--- src/rpfa_ram.sv ---
// Generic single-port-write, single-port-read RAM with registered read data.
module rpfa_ram #(
  parameter int WIDTH = 8,
  parameter int DEPTH = 256
) (
  input  logic                     clk_i,
  input  logic                     we_i,
  input  logic [$clog2(DEPTH)-1:0] waddr_i,
  input  logic [WIDTH-1:0]         wdata_i,
  input  logic                     re_i,
  input  logic [$clog2(DEPTH)-1:0] raddr_i,
  output logic [WIDTH-1:0]         rdata_o
);

  logic [WIDTH-1:0] mem_q [DEPTH];

  always_ff @(posedge clk_i) begin
    if (we_i) begin
      mem_q[waddr_i] <= wdata_i;
    end
    if (re_i) begin
      rdata_o <= mem_q[raddr_i];
    end
  end

endmodule

--- config.mk ---
export PLATFORM = sky130hd
export DESIGN_NAME = rpfa_ram
export DESIGN_NICKNAME = d
export VERILOG_FILES = /design/src/rpfa_ram.sv
export SDC_FILE = /design/constraint.sdc
export NUM_CORES = 2
export LEC_CHECK = 0
export ABC_AREA = 1
export BUFFER_PORTS_ARGS = -buffer_cell sky130_fd_sc_hd__buf_2
export CELL_PAD_IN_SITES_DETAIL_PLACEMENT = 1
export CELL_PAD_IN_SITES_GLOBAL_PLACEMENT = 2
export CORE_ASPECT_RATIO = 0.7
export CORE_MARGIN = 2
export CORE_UTILIZATION = 40
export CTS_CLUSTER_DIAMETER = 40
export DETAILED_ROUTE_END_ITERATION = 8
export HOLD_SLACK_MARGIN = 0.03
export PLACE_DENSITY = 0.73
export RECOVER_POWER = 100
export SKIP_CTS_REPAIR_TIMING = 1
export SKIP_LAST_GASP = 1
export SLEW_MARGIN = 10
export SYNTH_ARGS = -nofsm -noshare
export SYNTH_HDL_FRONTEND = slang
export SYNTH_SLANG_ARGS = --single-unit
--- constraint.sdc ---
create_clock -name clk_i -period 2.1 [get_ports clk_i]
set_input_delay 0.21 -clock clk_i [delete_from_list [all_inputs] [get_ports clk_i]]
set_output_delay 0.21 -clock clk_i [all_outputs]
set_load 0.005 [all_outputs]
==> results by group <==
Global routing
  – GRT overflow: 0
  – Met1 Track Usage GR: 39.7%
  – Top Usage Layer GRT: met2
  – Pin count of the biggest net entering global routing: 82
  – Number of global-route vias before repair: 59,500
  – Overall Global Routing Usage: 26.6%
  – Initial antenna violation count: 14
  – GR Util met2: 40.9%
  – GRT met3 Usage: 4.33%
  – First-pass GRT wire length: 414 mm

Critical path
  – Setup crit start kind: flop
  – Most common cell on crit path: nand3_1
  – Cell Chain, Critical Path: nand2_1 -> nand3_1 -> nand3_1 -> nand3_1 -> nand3_1 -> nand3_1 -> nand3_1 -> nand2_1 -> nand2_1 -> nand2_1
  – Critical path arrival: 2.73 ns
  – Critical path data required time: 2.72 ns
  – CP peak stage delay: 0.38 ns
  – CP max stage cell: edfxtp_1
  – Crit-path max FO: 1
  – Critical path type: reg -> reg
  – CP Capture Type: flop

Synth
  – Ys Warns: 0
  – Syn nets: 7,030
  – Post-synth top area share: 74.0%
  – Mapped Cells: 7,003
  – Synth area leaders: edfxtp_1, nand3_1, nand2_1
  – Synthesized flop and latch total: 2,056
  – Yosys cell types: 13
  – Dominant cell type by area after synthesis: edfxtp_1
  – Sequential cell area fraction in the yosys report: 74.0%
  – Syn Area/Cell: 11.9 µm²
  – Mapped cell area: 83,500 µm²

Drt
  – Avg WL per Cell: 26.9 µm
  – DR pass1 iterations: 5
  – Routed via count: 58,900
  – Starting DRT DRC Count: 6,549
  – Vias/cell: 5.58
  – DRC viols: 0
  – Post-route antenna net violation count: 0
  – Final wirelength: 284 mm

Timing
  – Fin crit period: 2.11 ns
  – Final Cycle Share: 101%
  – Fin. Hold Viols: 0
  – Worst-margin pin slew: 2.01 ns
  – Slew headroom: -34.0%
  – Fmax: 473 MHz
  – Max-slew violation count: 228
  – Final setup viols: 2
  – Max Clock Skew: 0.0490 ns
  – Fin worst setup slack: -0.0123 ns
  – RSZ-0062 raised after global routing: yes

Floorplanning
  – Starting Density: 40.2%
  – DIE WIDTH: 550 µm
  – I/O pin cnt: 35
  – Core ar.: 208,000 µm²
  – Die ar.: 212,000 µm²
  – Row cnt: 140
  – Die height: 386 µm

Pwr
  – Power, Total: 92.5 mW
  – Peak VDD IR: 0.689 mV
  – PD cells: 936 nW/µm²
  – Leak Pwr: 34.9 nW

Clocking
  – CTS clk-pin slew, worst paths: 0.06 ns
  – Clock insertion delay at the later pin of the skew report: 0.89 ns
  – CTS Buf Count: 238
  – CTS tree: yes
  – CTS Root Buffer Type: clkbuf_16
  – CTS Sinks: 2,056
  – Max clock buf depth: 4
  – H-tree levels: 4

Final layout
  – Area Growth Syn to Fin: 18.4%
  – Nets: 7,627
  – Proportion of layout cells with a drive suffix above 1: 12.6%
  – Post-Layout Cell Count: 10,600

Placement
  – # placed instances: 10,100
  – DPL Wire Length: 183 mm
  – GP Congestion: 0.880
  – I/O Buffers: 34

Min path
  – HP Class: in -> reg

Run status
  – Outcome: complete, but fails checks
  – Failing checks: capacitance limit, slew limit, setup timing

Flow run
  – MaxCap Viol Count: 5
==> metal layers <==
| metal | share of wire, % | routed length (µm) | vias to the layer above |
|---|---|---|---|
| met5 | 0 | 0 | - |
| met4 | 2.2 | 6170 | 0 |
| met3 | 7.7 | 21800 | 367 |
| met2 | 45 | 127000 | 2049 |
| met1 | 45 | 129000 | 30400 |
| li1 | - | - | 26100 |
==> critical path, delay by kind of cell, from the launching register on <==
kind	cells	cell delay [ns]
simple gates	10	1.49
flops	1	0.38
==> path summary, 6_finish.rpt <==
check,startpoint,endpoint,depth (start not counted),slack (ns)
min reg2reg,mem_q[25][4],rdata_o[4],10,1.09
max,mem_q[171][6],rdata_o[6],10,-0.01
min,raddr_i[6],rdata_o[5],5,0.16
max reg2reg,mem_q[171][6],rdata_o[6],10,-0.01
==> cells in the mapped netlist (all sizes together) <==
cell	instances
nand2	2123
nor2	283
nand3	2019
buf	371
inv	39
clkbuf	112
edfxtp	2056
==> stage by stage <==
step	TNS [ns]	worst slack (ns)	instance area [µm²]	hold WS [ns]	util [%]
after global placement	-6.72	-0.925	92600	0.610	44.6
after floorplan	0	0.399	83500	0.309	-
after global routing	-0.497	-0.0289	98900	0.167	47.6
after detailed placement	-6.91	-0.945	92600	0.611	44.6
final	-0.0177	-0.0123	98900	0.164	47.6
after CTS	-0.745	-0.185	100000	-0.339	48.2
==> state kept, by name (all words and copies together), names as in the netlist <==
| signal | count |
|---|---|
| rdata_o | 8 |
| mem_q | 2048 |
==> layout by cell type, fill, tap and decap left out, drive strengths merged <==
cell / count
edfxtp: 2056
clkinv: 78
bufinv: 21
clkinvlp: 20
nand2: 2123
nor2: 283
nand3: 2019
buf: 475
clkbuf: 634
dlymetal6s4s: 1
dlygate4sd3: 10
diode: 3
inv: 65
==> cell families after synthesis <==
kind of cell	count (synthesis)	share of synthesized area, %
buf+inv	522	3.12
flops	2056	74.0
simple gates	4425	22.9
==> where the power goes <==
group | total [mW] | switching [mW] | internal (mW)
combinational | 6.41 | 4.56 | 1.85
clock | 40.8 | 17.2 | 23.7
sequential | 45.3 | 0.0520 | 45.3
==> cell type report <==
| class | instances | area [µm²] |
|---|---|---|
| antenna | 3 | 7.51 |
| clock buffer | 280 | 6180 |
| clock inverter | 145 | 1430 |
| fill | 21800 | 109000 |
| inverter | 39 | 180 |
| multi-input combinational | 4425 | 19300 |
| sequential | 2056 | 61700 |
| tap | 2769 | 3460 |
| timing repair buffer | 840 | 6590 |
No activity file was read; power rests on OpenSTA's default activity.
